**src/sv/lsq_pkg.sv**
```systemverilog
// Load/store queue package: command codes, controller states, register indexes,
// default sizes and the command/status structs between controller and datapath.
// No dependencies.
`timescale 1ns / 1ps

package lsq_pkg;

    localparam int SLOTS_DEF    = 16;
    localparam int TAG_BITS_DEF = 8;
    localparam int MAX_REPORTS  = 16;
    localparam int REP_IW       = $clog2(MAX_REPORTS);
    localparam int REP_CW       = $clog2(MAX_REPORTS + 1);

    localparam logic [3:0] MAX_OPS_RESET      = 4'd2;
    localparam logic [7:0] LOAD_LATENCY_RESET = 8'd3;

    localparam logic REG_MAX_OPS      = 1'b0;
    localparam logic REG_LOAD_LATENCY = 1'b1;

    typedef enum logic [2:0] {
        CMD_ADD     = 3'd0,
        CMD_ADDR_RDY = 3'd1,
        CMD_CANCEL  = 3'd2,
        CMD_RELEASE = 3'd3,
        CMD_TICK    = 3'd4,
        CMD_FLUSH   = 3'd5
    } cmd_t;

    typedef enum logic [2:0] {
        ST_IDLE,
        ST_OP,
        ST_RESP,
        ST_SCAN,
        ST_REPORT
    } state_t;

    typedef struct packed {
        logic latch;
        logic do_op;
        logic scan_step;
        logic rep_step;
    } ctrl_cmd_t;

    typedef struct packed {
        logic is_tick;
        logic scan_last;
        logic rep_last;
    } dp_status_t;

endpackage

```
**src/sv/lsq_ctrl.sv**
```systemverilog
// Load/store queue controller: sequences accept, single-step commands, the
// tick scan and the report beats. Depends on lsq_pkg.
`timescale 1ns / 1ps

module lsq_ctrl (
    input  logic               clk,
    input  logic               rst_n,
    input  logic               start,
    input  lsq_pkg::dp_status_t status,
    output lsq_pkg::ctrl_cmd_t  cmd,
    output logic               busy,
    output logic               strobe
);
    import lsq_pkg::*;

    state_t state_reg;
    state_t state_next;

    always_ff @(posedge clk or negedge rst_n)
    begin
        if (!rst_n)
        begin
            state_reg <= ST_IDLE;
        end
        else
        begin
            state_reg <= state_next;
        end
    end

    always_comb
    begin
        state_next = state_reg;
        cmd        = '0;
        busy       = 1'b1;
        strobe     = 1'b0;
        case (state_reg)
            ST_IDLE:
            begin
                busy = 1'b0;
                if (start)
                begin
                    cmd.latch  = 1'b1;
                    state_next = status.is_tick ? ST_SCAN : ST_OP;
                end
            end
            ST_OP:
            begin
                cmd.do_op  = 1'b1;
                state_next = ST_RESP;
            end
            ST_RESP:
            begin
                strobe     = 1'b1;
                state_next = ST_IDLE;
            end
            ST_SCAN:
            begin
                cmd.scan_step = 1'b1;
                if (status.scan_last)
                begin
                    state_next = ST_REPORT;
                end
            end
            ST_REPORT:
            begin
                strobe       = 1'b1;
                cmd.rep_step = 1'b1;
                if (status.rep_last)
                begin
                    state_next = ST_IDLE;
                end
            end
            default:
            begin
                state_next = ST_IDLE;
            end
        endcase
    end

endmodule

```
**src/sv/lsq_datapath.sv**
```systemverilog
// Load/store queue datapath: entry store, fill and stall counters, config
// registers, per-slot tick scan with in-place compaction, report buffer.
// Depends on lsq_pkg.
`timescale 1ns / 1ps

module lsq_datapath #(
    parameter int SLOTS    = lsq_pkg::SLOTS_DEF,
    parameter int TAG_BITS = lsq_pkg::TAG_BITS_DEF
) (
    input  logic               clk,
    input  logic               rst_n,
    input  lsq_pkg::ctrl_cmd_t  cmd,
    output lsq_pkg::dp_status_t status,
    input  logic               cfg_write,
    input  logic               cfg_index,
    input  logic [7:0]         cfg_data,
    input  logic [2:0]         command,
    input  logic [7:0]         tag,
    input  logic               is_load,
    input  logic               is_store,
    input  logic               wide_op,
    input  logic [31:0]        now_cycle,
    output logic               accepted,
    output logic               done_valid,
    output logic [7:0]         done_tag,
    output logic               last,
    output logic [5:0]         fill_count,
    output logic [31:0]        stall_count
);
    import lsq_pkg::*;

    localparam int IW = (SLOTS > 1) ? $clog2(SLOTS) : 1;
    localparam int FW = $clog2(SLOTS + 4);

    cmd_t                cmd_reg;
    logic [TAG_BITS-1:0] tag_reg;
    logic                ld_reg;
    logic                st_reg;
    logic                wide_reg;
    logic [31:0]         now_reg;
    logic                acc_reg;

    logic [3:0]          max_ops_reg;
    logic [7:0]          lat_reg;

    logic [SLOTS-1:0]    valid_reg;
    logic                store_reg [SLOTS];
    logic [TAG_BITS-1:0] etag_reg  [SLOTS];
    logic                ewide_reg [SLOTS];
    logic                ardy_reg  [SLOTS];
    logic                canc_reg  [SLOTS];
    logic [31:0]         done_reg  [SLOTS];

    logic [FW-1:0]       filled_reg;
    logic [31:0]         stalls_reg;

    logic [IW-1:0]       scan_reg;
    logic [IW-1:0]       wr_reg;
    logic [4:0]          ops_reg;
    logic                sok_reg;
    logic [REP_CW-1:0]   nrep_reg;
    logic [REP_IW-1:0]   rep_i_reg;
    logic [TAG_BITS-1:0] rep_tag_reg [MAX_REPORTS];

    // add, release
    logic [IW-1:0]       f1;
    logic [IW-1:0]       f2;
    logic [IW-1:0]       rel_idx;
    logic                rel_ok;
    logic                found1;
    logic [FW-1:0]       need;
    logic                add_any;
    logic                add_ok;
    logic [IW-1:0]       st_slot;

    // scan
    logic                sc_v;
    logic                sc_st;
    logic                sc_wide;
    logic                sc_ardy;
    logic                sc_canc;
    logic [31:0]         sc_done;
    logic                due;
    logic                ret_ld;
    logic                remove;
    logic                keep;
    logic [31:0]         new_done;
    logic [4:0]          ops_next;
    logic                sok_next;
    logic [7:0]          lat_eff;
    logic [32:0]         ld_sum;
    logic [31:0]         ld_done;
    logic [FW-1:0]       sc_weight;
    logic [FW-1:0]       rel_weight;
    logic [15:0]         tag16;

    always_comb
    begin
        found1  = 1'b0;
        f1      = '0;
        f2      = '0;
        rel_ok  = 1'b0;
        rel_idx = '0;
        for (int i = 0; i < SLOTS; i++)
        begin
            if (!valid_reg[i])
            begin
                if (found1 && f2 == f1)
                begin
                    f2 = IW'(i);
                end
                if (!found1)
                begin
                    f1     = IW'(i);
                    f2     = IW'(i);
                    found1 = 1'b1;
                end
            end
            if (!rel_ok && valid_reg[i] && etag_reg[i] == tag_reg)
            begin
                rel_ok  = 1'b1;
                rel_idx = IW'(i);
            end
        end
        need    = FW'(ld_reg) + (st_reg ? (wide_reg ? FW'(2) : FW'(1)) : FW'(0));
        add_any = ld_reg | st_reg;
        add_ok  = add_any && (filled_reg + need <= FW'(SLOTS));
        st_slot = ld_reg ? f2 : f1;
        rel_weight = (store_reg[rel_idx] && ewide_reg[rel_idx]) ? FW'(2) : FW'(1);
    end

    always_comb
    begin
        sc_v    = valid_reg[scan_reg];
        sc_st   = store_reg[scan_reg];
        sc_wide = ewide_reg[scan_reg];
        sc_ardy = ardy_reg[scan_reg];
        sc_canc = canc_reg[scan_reg];
        sc_done = done_reg[scan_reg];
        due     = (sc_done != 32'd0) && (sc_done <= now_reg);
        ret_ld  = sc_v && !sc_canc && due && !sc_st && (nrep_reg < REP_CW'(MAX_REPORTS));
        remove  = sc_v && (sc_canc || (due && sc_st) || ret_ld);
        keep    = sc_v && !remove;
        sc_weight = (sc_st && sc_wide) ? FW'(2) : FW'(1);
        lat_eff = (lat_reg == 8'd0) ? 8'd1 : lat_reg;
        ld_sum  = {1'b0, now_reg} + 33'(lat_eff);
        ld_done = ld_sum[32] ? 32'hFFFF_FFFF : ld_sum[31:0];
        new_done = sc_done;
        ops_next = ops_reg;
        sok_next = sok_reg;
        if (keep && (ops_reg < {1'b0, max_ops_reg}) && sc_done == 32'd0)
        begin
            if (sc_st)
            begin
                if (sok_reg)
                begin
                    if (!sc_ardy)
                    begin
                        sok_next = 1'b0;
                    end
                    else if (sc_wide)
                    begin
                        if (({1'b0, max_ops_reg} - ops_reg) >= 5'd2)
                        begin
                            new_done = 32'd1;
                            ops_next = ops_reg + 5'd2;
                        end
                        else
                        begin
                            sok_next = 1'b0;
                        end
                    end
                    else
                    begin
                        new_done = 32'd1;
                        ops_next = ops_reg + 5'd1;
                    end
                end
            end
            else if (sc_ardy)
            begin
                new_done = ld_done;
                ops_next = ops_reg + 5'd1;
            end
        end
    end

    always_ff @(posedge clk or negedge rst_n)
    begin
        if (!rst_n)
        begin
            cmd_reg     <= CMD_ADD;
            acc_reg     <= 1'b0;
            max_ops_reg <= MAX_OPS_RESET;
            lat_reg     <= LOAD_LATENCY_RESET;
            valid_reg   <= '0;
            filled_reg  <= '0;
            stalls_reg  <= '0;
            scan_reg    <= '0;
            wr_reg      <= '0;
            ops_reg     <= '0;
            sok_reg     <= 1'b1;
            nrep_reg    <= '0;
            rep_i_reg   <= '0;
        end
        else
        begin
            if (cfg_write)
            begin
                if (cfg_index == REG_MAX_OPS)
                begin
                    max_ops_reg <= cfg_data[3:0];
                end
                else
                begin
                    lat_reg <= cfg_data;
                end
            end
            if (cmd.latch)
            begin
                cmd_reg   <= cmd_t'(command);
                acc_reg   <= 1'b0;
                scan_reg  <= '0;
                wr_reg    <= '0;
                ops_reg   <= '0;
                sok_reg   <= 1'b1;
                nrep_reg  <= '0;
                rep_i_reg <= '0;
            end
            if (cmd.do_op)
            begin
                case (cmd_reg)
                    CMD_ADD:
                    begin
                        if (!add_any)
                        begin
                            acc_reg <= 1'b1;
                        end
                        else if (!add_ok)
                        begin
                            if (stalls_reg != 32'hFFFF_FFFF)
                            begin
                                stalls_reg <= stalls_reg + 32'd1;
                            end
                        end
                        else
                        begin
                            acc_reg    <= 1'b1;
                            filled_reg <= filled_reg + need;
                            if (ld_reg)
                            begin
                                valid_reg[f1] <= 1'b1;
                            end
                            if (st_reg)
                            begin
                                valid_reg[st_slot] <= 1'b1;
                            end
                        end
                    end
                    CMD_RELEASE:
                    begin
                        if (rel_ok)
                        begin
                            valid_reg[rel_idx] <= 1'b0;
                            filled_reg <= (filled_reg >= rel_weight) ?
                                          filled_reg - rel_weight : '0;
                        end
                    end
                    CMD_FLUSH:
                    begin
                        valid_reg  <= '0;
                        filled_reg <= '0;
                    end
                    default:
                    begin
                        acc_reg <= 1'b0;
                    end
                endcase
            end
            if (cmd.scan_step)
            begin
                scan_reg <= scan_reg + IW'(1);
                ops_reg  <= ops_next;
                sok_reg  <= sok_next;
                if (remove)
                begin
                    filled_reg <= (filled_reg >= sc_weight) ? filled_reg - sc_weight : '0;
                end
                if (ret_ld)
                begin
                    nrep_reg <= nrep_reg + REP_CW'(1);
                end
                if (!keep || wr_reg != scan_reg)
                begin
                    valid_reg[scan_reg] <= 1'b0;
                end
                if (keep)
                begin
                    valid_reg[wr_reg] <= 1'b1;
                    wr_reg <= wr_reg + IW'(1);
                end
            end
            if (cmd.rep_step)
            begin
                rep_i_reg <= rep_i_reg + REP_IW'(1);
            end
        end
    end

    always_ff @(posedge clk)
    begin
        if (cmd.latch)
        begin
            tag_reg  <= TAG_BITS'(16'(tag));
            ld_reg   <= is_load;
            st_reg   <= is_store;
            wide_reg <= wide_op;
            now_reg  <= now_cycle;
        end
        if (cmd.do_op)
        begin
            case (cmd_reg)
                CMD_ADD:
                begin
                    if (add_ok && ld_reg)
                    begin
                        store_reg[f1] <= 1'b0;
                        etag_reg[f1]  <= tag_reg;
                        ewide_reg[f1] <= wide_reg;
                        ardy_reg[f1]  <= 1'b0;
                        canc_reg[f1]  <= 1'b0;
                        done_reg[f1]  <= 32'd0;
                    end
                    if (add_ok && st_reg)
                    begin
                        store_reg[st_slot] <= 1'b1;
                        etag_reg[st_slot]  <= tag_reg;
                        ewide_reg[st_slot] <= wide_reg;
                        ardy_reg[st_slot]  <= 1'b0;
                        canc_reg[st_slot]  <= 1'b0;
                        done_reg[st_slot]  <= 32'd0;
                    end
                end
                CMD_ADDR_RDY:
                begin
                    for (int i = 0; i < SLOTS; i++)
                    begin
                        if (valid_reg[i] && etag_reg[i] == tag_reg)
                        begin
                            ardy_reg[i] <= 1'b1;
                        end
                    end
                end
                CMD_CANCEL:
                begin
                    for (int i = 0; i < SLOTS; i++)
                    begin
                        if (valid_reg[i] && etag_reg[i] == tag_reg)
                        begin
                            canc_reg[i] <= 1'b1;
                        end
                    end
                end
                default:
                begin
                end
            endcase
        end
        if (cmd.scan_step)
        begin
            if (keep)
            begin
                store_reg[wr_reg] <= sc_st;
                etag_reg[wr_reg]  <= etag_reg[scan_reg];
                ewide_reg[wr_reg] <= sc_wide;
                ardy_reg[wr_reg]  <= sc_ardy;
                canc_reg[wr_reg]  <= sc_canc;
                done_reg[wr_reg]  <= new_done;
            end
            if (ret_ld)
            begin
                rep_tag_reg[nrep_reg[REP_IW-1:0]] <= etag_reg[scan_reg];
            end
        end
    end

    always_comb
    begin
        tag16           = 16'(rep_tag_reg[rep_i_reg]);
        status.is_tick  = (command == CMD_TICK);
        status.scan_last = (scan_reg == IW'(SLOTS - 1));
        status.rep_last = (nrep_reg == '0) ||
                          (REP_CW'(rep_i_reg) == nrep_reg - REP_CW'(1));
        fill_count      = 6'(filled_reg);
        stall_count     = stalls_reg;
        if (cmd_reg == CMD_TICK)
        begin
            accepted   = 1'b0;
            done_valid = (nrep_reg != '0);
            done_tag   = (nrep_reg != '0) ? tag16[7:0] : 8'd0;
            last       = status.rep_last;
        end
        else
        begin
            accepted   = acc_reg;
            done_valid = 1'b0;
            done_tag   = 8'd0;
            last       = 1'b1;
        end
    end

endmodule

```
**src/sv/load_store_queue_core.sv**
```systemverilog
// Load/store queue top level: controller and datapath.
// Non-tick commands: states OP, then RESP, which strobes the result beat; no new
// item is taken until back in IDLE. Tick: one slot a cycle through the scan, then
// one beat per retiring load (one beat if none).
// Reset empties the queue, clears the counters, loads max_ops 2 and load_latency 3.
// Results are strobed for one cycle each; the receiver cannot stall.
`timescale 1ns / 1ps

module load_store_queue_core #(
    parameter int SLOTS    = lsq_pkg::SLOTS_DEF,
    parameter int TAG_BITS = lsq_pkg::TAG_BITS_DEF
) (
    input  logic        clk,
    input  logic        rst_n,
    input  logic        start,
    output logic        busy,
    input  logic        cfg_write,
    input  logic        cfg_index,
    input  logic [7:0]  cfg_data,
    input  logic [2:0]  command,
    input  logic [7:0]  tag,
    input  logic        is_load,
    input  logic        is_store,
    input  logic        wide_op,
    input  logic [31:0] now_cycle,
    output logic        strobe,
    output logic        accepted,
    output logic        done_valid,
    output logic [7:0]  done_tag,
    output logic        last,
    output logic [5:0]  fill_count,
    output logic [31:0] stall_count
);
    import lsq_pkg::*;

    ctrl_cmd_t  cmd;
    dp_status_t status;

    lsq_ctrl u_ctrl (
        .clk    (clk),
        .rst_n  (rst_n),
        .start  (start),
        .status (status),
        .cmd    (cmd),
        .busy   (busy),
        .strobe (strobe)
    );

    lsq_datapath #(
        .SLOTS    (SLOTS),
        .TAG_BITS (TAG_BITS)
    ) u_dp (
        .clk         (clk),
        .rst_n       (rst_n),
        .cmd         (cmd),
        .status      (status),
        .cfg_write   (cfg_write),
        .cfg_index   (cfg_index),
        .cfg_data    (cfg_data),
        .command     (command),
        .tag         (tag),
        .is_load     (is_load),
        .is_store    (is_store),
        .wide_op     (wide_op),
        .now_cycle   (now_cycle),
        .accepted    (accepted),
        .done_valid  (done_valid),
        .done_tag    (done_tag),
        .last        (last),
        .fill_count  (fill_count),
        .stall_count (stall_count)
    );

    a_strobe_busy: assert property (@(posedge clk) disable iff (!rst_n)
        strobe |-> busy)
        else $error("result beat outside a busy item");

    a_accept_busy: assert property (@(posedge clk) disable iff (!rst_n)
        (start && !busy) |=> busy)
        else $error("accepted item did not raise busy");

    a_done_not_acc: assert property (@(posedge clk) disable iff (!rst_n)
        (strobe && done_valid) |-> !accepted)
        else $error("load report flagged as accepted add");

    a_fill_bound: assert property (@(posedge clk) disable iff (!rst_n)
        strobe |-> (7'(fill_count) <= 7'(SLOTS)))
        else $error("fill count beyond capacity");

endmodule

```
**config.mk**
```make
export PLATFORM = sky130hd
export DESIGN_NAME = load_store_queue_core
export DESIGN_NICKNAME = d
export VERILOG_FILES = /design/src/sv/lsq_pkg.sv /design/src/sv/lsq_ctrl.sv /design/src/sv/lsq_datapath.sv /design/src/sv/load_store_queue_core.sv
export SDC_FILE = /design/constraint.sdc
export NUM_CORES = 2
export LEC_CHECK = 0
export ABC_AREA = 1
export BUFFER_PORTS_ARGS = -buffer_cell sky130_fd_sc_hd__buf_2
export CORE_MARGIN = 5
export CORE_UTILIZATION = 30
export CTS_BUF_LIST = sky130_fd_sc_hd__clkbuf_4 sky130_fd_sc_hd__clkbuf_8
export CTS_CLUSTER_DIAMETER = 200
export CTS_CLUSTER_SIZE = 40
export DETAILED_ROUTE_END_ITERATION = 16
export PLACE_DENSITY = 0.46
export SETUP_SLACK_MARGIN = 0.4
export SYNTH_ARGS = -nofsm -noshare
export SYNTH_HDL_FRONTEND = slang
export SYNTH_SLANG_ARGS = --single-unit
export TNS_END_PERCENT = 30
```
**constraint.sdc**
```tcl
create_clock -name clk -period 9.12 [get_ports clk]
set_input_delay 0.912 -clock clk [delete_from_list [all_inputs] [get_ports clk]]
set_output_delay 0.912 -clock clk [all_outputs]
set_load 0.05 [all_outputs]
```
== After elaboration in Yosys (flattened, before gate mapping) ==
Memories as Yosys holds them, arrays and structs flattened.
Index checks and enable logic that the tools add are counted.

* Register bits: 138
* RAM bits: 832
* Bits of input ports: 59
* Logic and storage cells: 622
* Memories kept: 7

{| class="wikitable"
|+ Memory list
! name !! words !! width !! read ports !! clocked after memory_dff !! write ports !! RTL line !! RTL
|-
| u_dp.done_reg || 16 || 32 || 1 || 0 || 2 || lsq_datapath.sv:52 || <nowiki>logic [31:0] done_reg [SLOTS];</nowiki>
|-
| u_dp.etag_reg || 16 || 8 || 17 || 0 || 2 || lsq_datapath.sv:48 || <nowiki>logic [TAG_BITS-1:0] etag_reg [SLOTS];</nowiki>
|-
| u_dp.rep_tag_reg || 16 || 8 || 1 || 0 || 1 || lsq_datapath.sv:63 || <nowiki>logic [TAG_BITS-1:0] rep_tag_reg [MAX_REPORTS];</nowiki>
|-
| u_dp.ardy_reg || 16 || 1 || 1 || 0 || 16 || lsq_datapath.sv:50 || <nowiki>logic ardy_reg [SLOTS];</nowiki>
|-
| u_dp.canc_reg || 16 || 1 || 1 || 0 || 16 || lsq_datapath.sv:51 || <nowiki>logic canc_reg [SLOTS];</nowiki>
|-
| u_dp.ewide_reg || 16 || 1 || 2 || 0 || 2 || lsq_datapath.sv:49 || <nowiki>logic ewide_reg [SLOTS];</nowiki>
|-
| +1 memories || -- || -- || -- || -- || -- || -- ||
|}

* Add/sub/neg operators: 14
* $lt $le $gt $ge: 17
* Equality and inequality tests: 53
* Mux-type cells: 372
* Bitwise operators: 10
* Reductions and logical operators: 130

{| class="wikitable"
|+ Operator list
! kind !! number
|-
| two-way mux 4 bit || 94
|-
| two-way mux 32 bit || 9
|-
| two-way mux 16 bit || 14
|-
| two-way mux 1 bit || 205
|-
| equality test 8 bit || 16
|-
| two-way mux 5 bit || 21
|-
| logical AND 1 bit || 80
|-
| equality test 4 bit || 13
|-
| bitwise OR 16 bit || 3
|-
| one-hot mux 16 bit (3 select lines) || 1
|-
| adder 32 x 8 -> 33 bit || 1
|-
| adder 32 x 1 -> 32 bit, second input constant || 1
|-
| bitwise AND 16 bit || 2
|-
| less-or-equal comparator 32 bit || 1
|-
| zero test 32 bit || 1
|-
| two-way mux 8 bit || 4
|-
| != test 32 bit, second input constant || 1
|-
| inverter 16 bit || 2
|-
| nonzero test 32 bit || 1
|-
| OR reduction 32 bit || 1
|-
| < comparator 4 x 5 -> 1 bit, second input constant || 5
|-
| two-way mux 3 bit || 7
|-
| demux 1 bit (select 4 bit) || 5
|-
| >= comparator 4 x 1 -> 1 bit, second input constant || 5
|-
| other kinds (47) || 103
|}

== Longest topological paths before layout ==
* Depth after elaboration: 89
* Mapped depth: 58
* Gate-level depth less buffers: 57

== By module ==
Synthesis repeated with hierarchy kept, for this count alone.

* Cells, all modules: 5566
* Area total of the unflattened synthesis: 50008.0 µm²

{| class="wikitable"
|+ By module, submodules not included
! module !! instances !! cells each !! area an instance (µm²) !! sequential area each (µm²)
|-
| lsq_datapath || 1 || 5536 || 49807.8 || 28102.0
|-
| lsq_ctrl || 1 || 30 || 200.2 || 75.1
|}

== Worst setup path before layout ==
OpenSTA, ideal clock, no wires.

* Path type: flip-flop to flip-flop
* Start: register u_dp.valid_reg[0]
* End: memory u_dp.etag_reg[12][0] in the netlist's numbering, enable pin
* Library setup time: 0.387 ns
* Data arrival time: 5.101 ns
* Path slack: 3.632 ns
* Stages on the path, launching flop included: 51
* Path through: dfrtp_1 > buf_2 > nand2_2 > inv_2 > nand2_1 > o211ai_1 > nand2_1 > nand2_2 > nand2_1 > nand2_1 > nor2_1 > nand3_2 > nand3_2 > nand2_1 > nand2_1 > nor2_1 > nand2_1 > nand4_1 > (+15 left out) > nand2_1 > nand2_1 > nand4_2 > nand3_1 > nand2_1 > nand2_1 > nand2_1 > o21bai_2 > nand2_1 > nand2_1 > nand3_1 > nand3_1 > nand2_1 > nand3_2 > nand3_4 > a21oi_4 > nand2_1 > o21ai_0

{| class="wikitable"
|+ RTL lines
! what !! RTL line !! RTL
|-
| start, declared || lsq_datapath.sv:46 || <nowiki>logic [SLOTS-1:0] valid_reg;</nowiki>
|-
| start signal, assigned || lsq_datapath.sv:196 || <nowiki>valid_reg <= '0;</nowiki>
|-
| start signal, assigned by index || lsq_datapath.sv:252 || <nowiki>valid_reg[f1] <= 1'b1;</nowiki>
|-
| start signal, assigned by index || lsq_datapath.sv:256 || <nowiki>valid_reg[st_slot] <= 1'b1;</nowiki>
|-
| end, declared || lsq_datapath.sv:48 ||
|}

== Worst setup path in the final report ==
* Start: register u_dp.tag_reg[7]
* End: register u_dp.filled_reg[3]

* Cells in the longest elaborated chain, start to end: 73
* Elaborated cells on any way between the ends: 105
* Classes of those cells: add/sub: 1; order compare: 1; eq/ne: 16; mux: 38; reduce/logical: 47; memory: 2

{| class="wikitable"
|+ Ends and longest elaborated chain
! what !! RTL line !! RTL
|-
| start, declared || lsq_datapath.sv:36 || <nowiki>logic [TAG_BITS-1:0] tag_reg;</nowiki>
|-
| start signal, assigned || lsq_datapath.sv:314 || <nowiki>tag_reg <= TAG_BITS'(16'(tag));</nowiki>
|-
| equality test 8 bit || lsq_datapath.sv:119 || <nowiki>if (!rel_ok && valid_reg[i] && etag_reg[i] == tag_reg)</nowiki>
|-
| logical AND 1 bit || lsq_datapath.sv:119 ||
|-
| two-way mux 1 bit || lsq_datapath.sv:119 ||
|-
| zero test 1 bit || lsq_datapath.sv:119 ||
|-
| logical AND 1 bit (2 in series) || lsq_datapath.sv:119 ||
|-
| two-way mux 1 bit || lsq_datapath.sv:119 ||
|-
| zero test 1 bit || lsq_datapath.sv:119 ||
|-
| logical AND 1 bit (2 in series) || lsq_datapath.sv:119 ||
|-
| (+55 left out) || -- ||
|-
| two-way mux 2 bit || lsq_datapath.sv:129 || <nowiki>rel_weight = (store_reg[rel_idx] && ewide_reg[rel_idx]) ? FW'(2) : FW'(1);</nowiki>
|-
| subtractor 5 bit / >= comparator 5 bit (equally long branches) || lsq_datapath.sv:266, lsq_datapath.sv:265 ||
|-
| two-way mux 5 bit || lsq_datapath.sv:265 || <nowiki>filled_reg <= (filled_reg >= rel_weight) ?</nowiki>
|-
| two-way mux 5 bit * || lsq_datapath.sv:262 || <nowiki>if (rel_ok)</nowiki>
|-
| one-hot mux 5 bit (3 select lines) * || lsq_datapath.sv:232 || <nowiki>case (cmd_reg)</nowiki>
|-
| two-way mux 5 bit * || lsq_datapath.sv:230 || <nowiki>if (cmd.do_op)</nowiki>
|-
| two-way mux 5 bit || lsq_datapath.sv:285 || <nowiki>if (remove)</nowiki>
|-
| two-way mux 5 bit * || lsq_datapath.sv:280 || <nowiki>if (cmd.scan_step)</nowiki>
|-
| end signal, assigned || lsq_datapath.sv:249 || <nowiki>filled_reg <= filled_reg + need;</nowiki>
|-
| end signal, assigned || lsq_datapath.sv:265 ||
|-
| end signal, assigned || lsq_datapath.sv:287 || <nowiki>filled_reg <= (filled_reg >= sc_weight) ? filled_reg - sc_weight : '0;</nowiki>
|-
| end, declared || lsq_datapath.sv:54 || <nowiki>logic [FW-1:0] filled_reg;</nowiki>
|}

Every way passes the cells marked *; elsewhere a longest branch is shown, timed or not.
A chain may end at the register's enable or synchronous reset.

==> impl_metrics.ini <==
[clock_network]
numCtsBuffers = 28
postCtsSetupBuffers = 0
htreeDepth = 1
clk_path_buf_depth = 3
cts_tree = yes
clk_pin_slew_ns = 0.31
clkLatencyLatePin_ns = 0.94
cts.sinks = 970
cts_root_buffer = clkbuf_8

[cells_and_area]
final_cells = 8734
postLayoutCoreUtil = 0.321
area_growth_pct = 6.04
stdcell_area_um2 = 54500
finalNetCount = 6630
largest_register_ffs = 512
final_layout_size_suffix_gt1_frac = 0.0846

[route]
dr_total_vias = 46517
vias_per_cell = 5.33
drtPass1Iterations = 6
drt_iter0_drc = 4589
drc = 0
antenna_left = 0
totalWireLength_um = 207000
routedWlPerCell_um = 23.7

[die]
dieArea_um2 = 180000
start_util = 0.302
rows = 151
core_um2 = 170000
die_h_um = 424
die_w_um = 424
pin_count = 110

[setup_path]
end_kind = register
crit_arrival_ns = 8.73
crit_top_cell = nor2_1
cp_max_fo = 19
startpoint_type = register
crit_type = reg -> reg
max_stage_delay_ns = 0.90
crit_path_top_delay_cell = edfxtp_1
cp.required_ns = 10.00

[yosys]
synthXorXnorAreaFrac = 0.0174
synth_warnings = 0
synth_mux_area_frac = 0.00711
synthArstFlopShare = 0.0979
synth-compound-area-share = 0.225
synth_top_cell_area_share = 0.218
synth_area_um2 = 51400
synth-seq-cells = 970
synth_top_family_by_area = compound AO/OA/AOI/OAI gates
synth_common_cells = 1126 x nand2_1, 991 x o21ai_0, 775 x nor2_1, 705 x inv_1, 560 x dfxtp_1
synth_edf_count = 315
yosys.area_share.adder = 0.0184
synth_area_leader_cell = dfxtp_1
synth_area_leaders = dfxtp_1 22%, edfxtp_1 18%, o21ai_0 9.7%, nand2_1 8.2%, nor2_1 5.7%
synthFlopType = dfxtp_1
synth.distinct_cells = 68
avgSynthCellArea_um2 = 7.64
synth_most_common_cell = nand2_1
yosys.area_share.simple = 0.183
yosysSeqAreaShare = 0.449
syn-instance-count = 6720
synth.net_count = 6851

[placement]
dp_cells = 8686
dp_worst_setup_slack_ns = 1.44
dp_hpwl_um = 132000
gp_congestion = 0.923
port_buffers = 108
place_area_um2 = 53900

[global_route]
grt_pass1_vias = 43217
grt_antenna_before_repair = 9
gr-usage-all-layers = 0.220
grt_pass1_wl_um = 301000
grt_max_degree = 180
grt_overflow = 0

[min_path]
worst_hold_path_type = in -> reg

[timing]
fin_skew_ns = 0.123
slew_viol_final = 0
fin_hold_ws_ns = 0.171
setup_slack_ns = 1.27
finalCritPeriodShare = 0.861
post-route-min-period_ns = 7.85
rsz0062_at_grt = false
clock.fmax_mhz = 127
finalSetupViolCount = 0
worst_slew_pin_slew_ns = 1.26
maxSlewHeadroom = 0.158
tns_ns = 0
hold_viol_final = 0

[pwr]
peakVddDrop_v = 0.000194
p_leak_nw = 22.6
p_per_area_nw_per_um2 = 286
power_mw = 15.6

[run]
maxCapViolations = 0

[outcome]
run_status = finished, final reports clean
-- worst max-delay path: cells and delay by family, from the launching register on --
family	cells	cell delay, ns
adder cells (fa/ha/maj)	1	0.37
flip-flops	1	0.90
buffers and inverters	8	1.26
AND/OR/NAND/NOR	23	2.96
AO/OA/AOI/OAI	9	2.29
-- report_power, final --
group          internal [mW]  switching (mW)  total, mW
Sequential              5.36           0.623       5.98
Combinational           2.25            5.55       7.80
Clock                  0.371            1.41       1.78
Total                   7.98            7.58       15.6
-- worst paths after layout --
check	cells past startpoint	end	start	slack [ns]
worst max register to register	41	u_dp.filled_reg[3]	u_dp.tag_reg[7]	1.27
worst max-delay path	41	u_dp.filled_reg[3]	u_dp.tag_reg[7]	1.27
min in group asynchronous	2	u_dp.valid_reg[4]	rst_n	0.48
worst min register to register	2	u_dp.done_reg[5][6]	u_dp.done_reg[5][6]	0.48
worst min-delay path	1	u_dp.tag_reg[5]	tag[5]	0.17
max in group asynchronous	3	u_dp.scan_reg[0]	rst_n	7.13
-- cell families (layout without fill, tap and decap cells) --
logic type | count (synthesis) | in the layout
AO/OA/AOI/OAI | 1937 | 1937
XOR/XNOR | 102 | 102
adder cells (fa/ha/maj) | 72 | 72
buffers and inverters | 1322 | 1116
flip-flops | 970 | 970
multiplexers | 36 | 36
other | 1 | 3
AND/OR/NAND/NOR | 2280 | 2280
-- per-layer routing --
metal / track usage / wire length [µm] / vias to the layer above
li1: - / - / 22063
met3: 0.0244 / 12000 / 221
met1: 0.314 / 95500 / 22734
met5: 0 / 7 / -
met4: 0.0497 / 4950 / 2
met2: 0.359 / 94100 / 1497
-- cells in the final DEF (no fill, tap or decap), drive strengths merged, types with 71 or more instances in the layout --
cell type,Yosys,routed
buf,83,212
o211ai,148,148
nor2,778,778
o21ai,1000,1000
inv,844,847
edfxtp,315,315
a211oi,263,263
nand2,1137,1137
dfxtp,560,560
xor2,71,71
nand4,102,102
nand3,132,132
a21oi,327,327
dfrtp,91,91
-- area by class of cell --
cell class / instances / area, µm²
inverters: 858 / 3230
repair buffers: 213 / 1470
well taps: 2218 / 2780
flip-flops and latches: 970 / 23100
fillers: 18192 / 115000
multi-input cells: 4428 / 23400
clock inverters: 3 / 50.0
clock buffers: 42 / 497
diodes: 2 / 5.00
-- timing repair --
| action | CTS | global route |
|---|---|---|
| hold buffers | 1 | 0 |
| setup endpoints to repair | 0 | 3 |
| endpoints found under the hold margin | 39 | 0 |
| gates resized for setup | 0 | 1 |
Note: power is estimated with default switching activity, not from simulation.
